**config.mk**
```make
export PLATFORM = sky130hd
export DESIGN_NAME = thrm_regs
export DESIGN_NICKNAME = d
export VERILOG_FILES = /design/src/sv/thrm_pkg.sv /design/src/sv/thrm_regs.sv
export SDC_FILE = /design/constraint.sdc
export NUM_CORES = 1
export LEC_CHECK = 0
export ABC_AREA = 1
export BUFFER_PORTS_ARGS = -buffer_cell sky130_fd_sc_hd__buf_2
export CAP_MARGIN = 20
export CELL_PAD_IN_SITES_DETAIL_PLACEMENT = 0
export CELL_PAD_IN_SITES_GLOBAL_PLACEMENT = 1
export CORE_MARGIN = 10
export CORE_UTILIZATION = 34
export CTS_CLUSTER_SIZE = 12
export DETAILED_ROUTE_END_ITERATION = 7
export PLACE_DENSITY = 0.9
export SLEW_MARGIN = 20
export SYNTH_ARGS = -nofsm -noshare
export SYNTH_HDL_FRONTEND = slang
export SYNTH_SLANG_ARGS = --single-unit
```
**constraint.sdc**
```tcl
create_clock -name clk -period 1.51 [get_ports clk]
set_clock_uncertainty 0.1 [all_clocks]
set_input_delay 0.0755 -clock clk [delete_from_list [all_inputs] [get_ports clk]]
set_output_delay 0.0755 -clock clk [all_outputs]
set_load 0.02 [all_outputs]
```
**src/sv/thrm_pkg.sv**
```systemverilog
// Shared types, widths and the log2 knot table of the thermistor converter.
`default_nettype none
package thrm_pkg;

  localparam int ADC_W     = 16;                     // ADC sample width
  localparam int RD_W      = 24;                     // pull-up resistance width
  localparam int COEF_W    = 24;                     // Q8.16 coefficients
  localparam int OFS_W     = 16;                     // temperature offset width
  localparam int TEMP_W    = 16;                     // result width
  localparam int RQ_FRAC   = 8;                      // resistance held as Q.8 ohms
  localparam int NUM_W     = ADC_W + RD_W + RQ_FRAC; // dividend and quotient width
  localparam int DEN_W     = ADC_W;                  // divisor width
  localparam int E_W       = $clog2(NUM_W);          // leading-one position width
  localparam int TAB_BITS  = 8;                      // knot index bits
  localparam int KNOT_N    = (1 << TAB_BITS) + 1;
  localparam int KIDX_W    = TAB_BITS + 1;
  localparam int KNOT_W    = 17;                     // knots run 0..65536
  localparam int REM_W     = 30 - TAB_BITS;          // interpolation fraction
  localparam int LOG2_W    = 24;                     // log2 R in Q.16
  localparam int LN_W      = 24;                     // ln R in Q8.16
  localparam int LN2_W     = 32;
  localparam logic signed [LN2_W-1:0] LN2_Q30 = 32'sd744261118;

  localparam logic [1:0] ST_OK    = 2'd0;
  localparam logic [1:0] ST_SHORT = 2'd1;
  localparam logic [1:0] ST_OPEN  = 2'd2;
  localparam logic [1:0] ST_SAT   = 2'd3;

  typedef enum logic [2:0] {
    REG_FULL_SCALE = 3'd0,
    REG_DIVIDER    = 3'd1,
    REG_INTERCEPT  = 3'd2,
    REG_SLOPE      = 3'd3,
    REG_OFFSET     = 3'd4
  } reg_idx_t;

  // Side information that travels with every item down the pipeline
  typedef struct packed {
    logic valid;
    logic shorted;
    logic open_ckt;
  } tag_t;

  typedef struct packed {
    logic [ADC_W-1:0]         full_scale;
    logic [RD_W-1:0]          rdiv;
    logic signed [COEF_W-1:0] intercept;
    logic signed [COEF_W-1:0] slope;
    logic signed [OFS_W-1:0]  offset;
  } cfg_t;

  typedef logic [KNOT_N-1:0][KNOT_W-1:0] knot_tab_t;

  // Fraction bits of log2(x), x in [1,2) as Q.30, by repeated squaring
  function automatic logic [KNOT_W-1:0] log2_frac_sq(input logic [63:0] x0);
    logic [63:0]       x;
    logic [KNOT_W-1:0] y;
    x = x0;
    y = '0;
    for (int k = 0; k < 16; k++) begin
      x = (x * x) >> 30;
      y = {y[KNOT_W-2:0], 1'b0};
      if (x >= (64'd1 << 31)) begin
        y[0] = 1'b1;
        x = x >> 1;
      end
    end
    return y;
  endfunction

  function automatic knot_tab_t build_knots();
    knot_tab_t tab;
    for (int i = 0; i < KNOT_N; i++) begin
      if (i >= (1 << TAB_BITS)) begin
        tab[i] = KNOT_W'(65536);
      end else begin
        tab[i] = log2_frac_sq((64'd1 << 30) + (64'(i) << (30 - TAB_BITS)));
      end
    end
    return tab;
  endfunction

  localparam knot_tab_t KNOTS = build_knots();

endpackage
`default_nettype wire

```
**src/sv/thrm_regs.sv**
```systemverilog
// APB-style configuration registers of the thermistor converter.
`default_nettype none
module thrm_regs (
  input  logic               clk,
  input  logic               rst,
  input  logic               psel,
  input  logic               penable,
  input  logic               pwrite,
  input  logic [4:0]         paddr,
  input  logic [31:0]        pwdata,
  output logic [31:0]        prdata,
  output logic               pready,
  output thrm_pkg::cfg_t     cfg
);
  import thrm_pkg::*;

  reg_idx_t idx;
  logic     wr;

  assign idx    = reg_idx_t'(paddr[4:2]);
  assign wr     = psel & penable & pwrite;
  assign pready = 1'b1;

  // Write the addressed register
  always_ff @(posedge clk) begin
    if (rst) begin
      cfg.full_scale <= ADC_W'(4096);
      cfg.rdiv       <= RD_W'(4700);
      cfg.intercept  <= COEF_W'(723066);
      cfg.slope      <= -COEF_W'(1900713);
      cfg.offset     <= -OFS_W'(368);
    end else if (wr) begin
      case (idx)
        REG_FULL_SCALE: cfg.full_scale <= pwdata[ADC_W-1:0];
        REG_DIVIDER:    cfg.rdiv       <= pwdata[RD_W-1:0];
        REG_INTERCEPT:  cfg.intercept  <= $signed(pwdata[COEF_W-1:0]);
        REG_SLOPE:      cfg.slope      <= $signed(pwdata[COEF_W-1:0]);
        REG_OFFSET:     cfg.offset     <= $signed(pwdata[OFS_W-1:0]);
        default: ;
      endcase
    end
  end

  // Read back, signed registers sign-extended
  always_comb begin
    case (idx)
      REG_FULL_SCALE: prdata = 32'(cfg.full_scale);
      REG_DIVIDER:    prdata = 32'(cfg.rdiv);
      REG_INTERCEPT:  prdata = 32'(cfg.intercept);
      REG_SLOPE:      prdata = 32'(cfg.slope);
      REG_OFFSET:     prdata = 32'(cfg.offset);
      default:        prdata = '0;
    endcase
  end

endmodule
`default_nettype wire

```
==> run metrics, run 1 <==
Post-Route Setup TNS 0 ns; antenna violations before repair 2; crit path time final 1.46 ns; DRC viols 0; Hold Fails Final Rpt 0; final core area utilization 47.0%; Biggest register cfg; final worst-path setup slack 0.0477 ns; Leakage Power 3.57 nW; share of layout cells above drive strength 1 a little over a quarter; Max Used Layer met5; die area ~20,000 um2; total buffers and inverters traversed by the critical path 3; Final Cycle Share 96.8%; Required @ worst endpoint 1.33 ns; Synth top area share 40.8%; GRT overflow 0; overall routed net length 19,500 um; CTS tree yes; asr flop ratio synth 0%; Placed Area 6240 um2; Inserted Clock Buffers 9; syn avg cell area 6.38 um2; Synth Net Count 842; Placed Cells between 1k and 1.5k; register area share after synthesis between 40 and 50%; Unique masters post-synth 20; largest registers cfg (104); final layout net count 1,028; DP Wirelength 14,100 um; max frequency 0.684 GHz; design area 6880 um2; wire length on met3 1880 um; Area Overhead vs Synth 34.6%; RSZ-0062 raised after global routing true; met2 routed WL 8910 um; EDFF count, synth 0; I/O pins 179; Mapped Cells 800; status complete, no violations; Max Transition Viols Final 0; Worst path max stage delay 0.38 ns; Setup crit end kind output port; Fin Hold WS 0.0700 ns; width of the die 143 um; I/O Buffers 167; routability congestion estimate 0.832; HP Class in2reg; GRT Resource Usage Total 19.3%; CP delay by family, top flip-flops; Layout Cells excl Fill approximately 1.2k; max FFs per register 104; clk slew on worst S/H paths 0.07 ns; CP startpoint kind register; Core ar. 14,600 um2; vias after detailed routing roughly 5.7k; Root Buffer clkbuf_16; largest net degree at the start of global routing 62; CP cell instances nand3_4 -> buf_8 -> nand2_2 -> inv_2 -> nand2_1 -> buf_6; top_reg_cell synth dfxtp_1; Pre-Repair DR Iteration Count 5; WL per Instance about 17 um; DR iter-0 viols 495; flop2flop setup slack about 0.79 ns; Final setup violation count 0; total chip power 5.95 mW; Synth area leader dfxtp_1; CP arrival about 1.3 ns; clk_lat worst skew 0.36 ns; commonest cells in the netlist nand2_1, nand3_1, nor2_1; reg2reg start cfg[5]; # rows 44; power per cell area a little under 900 nW/um2; Met1 Wirelength 8160 um; die height 143 um; CP Class reg2out; first-pass GRT wire length 31,000 um; CTS max path bufs 2; critical hold path startpoint rst; worst hold endpoint cfg[38]; Initial Util 34.9%; # clock sinks 104; Max FO, Critical Path 6; Post-Syn Area 5110 um2; worst hold path depth 4; vias per cell 4.85; Synthesis Warnings 0; Critical-path top delay cell dfxtp_4; worst reg2reg path depth 2; remaining antenna violation count 0; synth top area cells dfxtp_1, nand2_1, nand3_1; VDD IR max 0.591 mV; maxcap violations 0; number of global-route vias before repair roughly 5.5k; H-Tree Depth 3; Placement Setup Slack about 0.060 ns; count of state elements after synthesis around 100; Reg-to-Reg End cfg[5]; count leader, synth nand2_1
-- how the worst max path moves through the flow --
stage	startpoint	endpoint	slack, ns	cells after the start
finish	cfg[15]	prdata[22]	0.05	6
global route	cfg[15]	prdata[22]	-0.02	6
CTS	cfg[15]	prdata[30]	-0.01	5
detailed placement	paddr[3]	prdata[9]	0.06	7
global placement	paddr[3]	prdata[9]	0.1	7
floorplan	cfg[15]	prdata[25]	0.01	5
-- cells by family after synthesis --
logic type,after synthesis,synth area share [%]
AND/OR/NAND/NOR,588,49.2
buffers and inverters,106,9.85
flip-flops,104,40.8
AO/OA/AOI/OAI,1,0.0979
other,1,0.0734
-- worst min-delay path, delay by kind of cell --
kind          cells  cell delay, ns
buf+inv           3            0.32
simple gates      1            0.10
-- layout make-up --
cell class                      instances  area (um2)
Clock buffer                           10         239
Multi-Input combinational cell        590        2570
Tap cell                              184         230
Timing Repair Buffer                  232        1520
Inverter                               49         186
Sequential cell                       104        2090
Clock inverter                          6        35.0
Fill cell                            1529        7770
Antenna cell                            1        2.50
-- where the power goes --
| group | switching, mW | internal (mW) | total, mW |
|---|---|---|---|
| Sequential | 0.0277 | 2.78 | 2.80 |
| Clock | 1.08 | 1.15 | 2.24 |
| Combinational | 0.592 | 0.325 | 0.917 |
-- layout by cell type, fill, tap and decap left out, types with 2 or more instances in the layout --
cell           netlist  final
buf_4               19     36
clkinvlp_4           0      2
dfxtp_2              0      2
clkinv_2             0      4
nand3_1            145    144
dlygate4sd3_1        0     24
nor2_4               4      5
buf_6                2      5
nand2_1            267    258
nand3_2              3      3
nor2_2               6      8
inv_2                4      7
dfxtp_1            104    101
clkbuf_16            0      9
nor2_1             144    141
buf_12               0      7
inv_1               44     41
nand2_2              3     11
buf_2               13    158
nand4_1             15     15
-- metal layers --
| layer | vias to the layer above | track usage (%) |
|---|---|---|
| met4 | 2 | 7.27 |
| li1 | 2867 | - |
| met5 | - | 0 |
| met2 | 225 | 30.4 |
| met3 | 40 | 7.21 |
| met1 | 2574 | 23.4 |
-- repair_timing --
item | in CTS | in global routing
setup endpoints to repair | 17 | 20
setup buffers | 0 | 2
hold buffers | 24 | 0
gates resized for setup | 9 | 28
hold endpoints to repair | 63 | 0
pin swaps | 0 | 7
cloned | 0 | 0
No activity file was read; power rests on OpenSTA's default activity.
==> inputs of run 2 (changes only) <==
--- a/config.mk
+++ b/config.mk
@@ -17,3 +17,2 @@
 export PLACE_DENSITY = 0.9
-export SLEW_MARGIN = 20
 export SYNTH_ARGS = -nofsm -noshare
==> constraint.sdc (replaced) <==
create_clock -name clk -period 1.51 [get_ports clk]
set_clock_uncertainty 0.1 [all_clocks]
set_input_delay 0.302 -clock clk [delete_from_list [all_inputs] [get_ports clk]]
set_output_delay 0.302 -clock clk [all_outputs]
set_load 0.02 [all_outputs]
==> run 2 against run 1 <==
Compared with the run above: cell area grew 12%; die area is the same; critical endpoint is now prdata[15]; largest power group unchanged; largest cell class unchanged; flip-flop and latch count stayed put; global-route usage rose by 0.21 points; critical path depth shrank 1; first-iteration DRC count is 6.7% lower; critical path type unchanged; the run now ends with setup timing left.
==> run metrics, run 2 (same netlist as run 1, synthesis figures left out) <==
n_diodes 0 (-1); Final setup violation count 33 (+33); Fin Hold WS 0.0697 ns (-0.000329 ns); Inserted Clock Buffers 9 (unchanged); design area 7700 um2 (+12%); DRC viols 0 (unchanged); Final Cycle Share 111% (+14 points); Biggest register cfg; die height 143 um (unchanged); Post-Route Setup TNS -4.00 ns (-4.00 ns); antenna violations before repair 0 (-2); H-Tree Depth 3 (unchanged); maxcap violations 0 (unchanged); Layout Cells excl Fill 1,192 (+1.4%); DR iter-0 viols 462 (-6.7%); Root Buffer clkbuf_16; Max Transition Viols Final 0 (unchanged); I/O pins 179 (unchanged); Placement Setup Slack -0.309 ns (-0.369 ns); CTS tree yes; share of layout cells above drive strength 1 39.2% (+12 points); GRT overflow 0 (unchanged); Placed Cells 1,144 (+0.97%); Reg-to-Reg End cfg[15]; final worst-path setup slack -0.166 ns (-0.213 ns); status finished with violations; CTS max path bufs 2 (unchanged); Max FO, Critical Path 5 (-1); Core ar. 14,600 um2 (unchanged); RSZ-0062 raised after global routing true; Setup crit end kind output port; worst hold path depth 3 (-1); width of the die 143 um (unchanged); worst hold endpoint cfg[24]; Leakage Power 3.84 nW (+7.5%); largest registers cfg (104); reg2reg start cfg[15]; routability congestion estimate 0.854 (+2.7%); CP Class reg2out; Area Overhead vs Synth 50.8%; Pre-Repair DR Iteration Count 5 (unchanged); Hold Fails Final Rpt 0 (unchanged); # clock sinks 104 (unchanged); Initial Util 34.9% (unchanged); CP startpoint kind register; failing checks setup timing; most common cell after layout, fill and taps aside nand2_1; first-pass GRT wire length 31,000 um (+0.18%); Required @ worst endpoint 1.11 ns (-0.22 ns); HP Class in2reg; max frequency 0.597 GHz (-13%); GRT Resource Usage Total 19.5% (+0.21 points); most frequent cells in the layout nand2_1, buf_2, nor2_1; crit path time final 1.68 ns (+0.213 ns); power per cell area 825 nW/um2 (-4.7%); WL per Instance 17.1 um (+3.3%); number of global-route vias before repair 5,421 (-2.0%); Placed Area 6510 um2 (+4.2%); max FFs per register 104 (unchanged); DP Wirelength 14,300 um (+1.6%); clk_lat worst skew 0.36 ns (about the same); overall routed net length 20,400 um (+4.7%); CP arrival 1.27 ns (-0.02 ns); largest net degree at the start of global routing 72 (+16%); remaining antenna violation count 0 (unchanged); hold buffers post-CTS 0 (-100%); vias after detailed routing 5,861 (+2.7%); VDD IR max 0.466 mV (-21%); final layout net count 1,045 (+1.7%); I/O Buffers 167 (unchanged); die area 20,300 um2 (unchanged); vias per cell 4.92 (+1.3%); critical hold path startpoint pwdata[8]; worst reg2reg path depth 5 (+3); clk slew on worst S/H paths 0.07 ns (about the same); # rows 44 (unchanged); flop2flop setup slack 0.48 ns (-0.31 ns)
run 2: cell types whose count changed in the layout (fill, tap and decap cells not counted), moves of 14 or more:
| cell | delta |
|---|---|
| dlygate4sd3_1 | -24 |
| buf_6 | +46 |
| nand2_2 | +39 |
| buf_2 | -27 |
| nand2_1 | -48 |
| nand3_2 | +14 |
| nand3_1 | -17 |
run 2: worst max-delay path by stage:
stage	start	endpoint	slack [ns]	cells past startpoint
after floorplan	paddr[4]	prdata[25]	-0.03	8
after global placement	paddr[3]	prdata[21]	-0.29	9
after detailed placement	paddr[3]	prdata[21]	-0.31	9
after CTS	cfg[15]	prdata[25]	-0.17	5
after global routing	cfg[15]	prdata[26]	-0.20	5
final	cfg[15]	prdata[15]	-0.17	5
run 2: report_power, final:
group | switching [mW] | internal [mW]
Combinational | 0.667 | 0.467
Clock | 1.08 | 1.33
Sequential | 0.0311 | 2.78
Total | 1.78 | 4.57
run 2: cell type report:
class | instances | area [um2]
inverter | 49 | 203
fill | 1456 | 6940
clock buffer | 11 | 243
multi-input combinational | 591 | 2930
clock inverter | 5 | 56.3
sequential | 104 | 2100
tap | 184 | 230
timing repair buffer | 248 | 1950
run 2: critical path, stage by stage (launching register included):
cell and delay [ns]:
dfxtp_4 0.38, nand3_4 0.15, nand2_1 0.11, nor2_1 0.04, nand2_1 0.10, buf_6 0.13
run 2: repair_timing:
action,4_1_cts,5_1_grt
setup endpoints to repair,32,32
cloned,3,0
pin swaps,20,41
buffers inserted,18,13
resized for setup,114,73
run 2: metal layers:
layer | routed length (um) | up-vias | global-route usage, %
li1 | - | 2905 | -
met5 | 0 | - | 0
met2 | 9560 | 203 | 30.7
met1 | 8900 | 2734 | 24.9
met3 | 1610 | 19 | 5.51
met4 | 362 | 0 | 6.84
run 2: per-stage QoR:
stage                     power (mW)  utilization (%)
after floorplan                 3.44                -
after CTS                       6.33             50.3
after detailed placement        3.76             44.4
after global routing            6.58             52.6
after global placement          3.76             44.4
final                           6.35             52.6
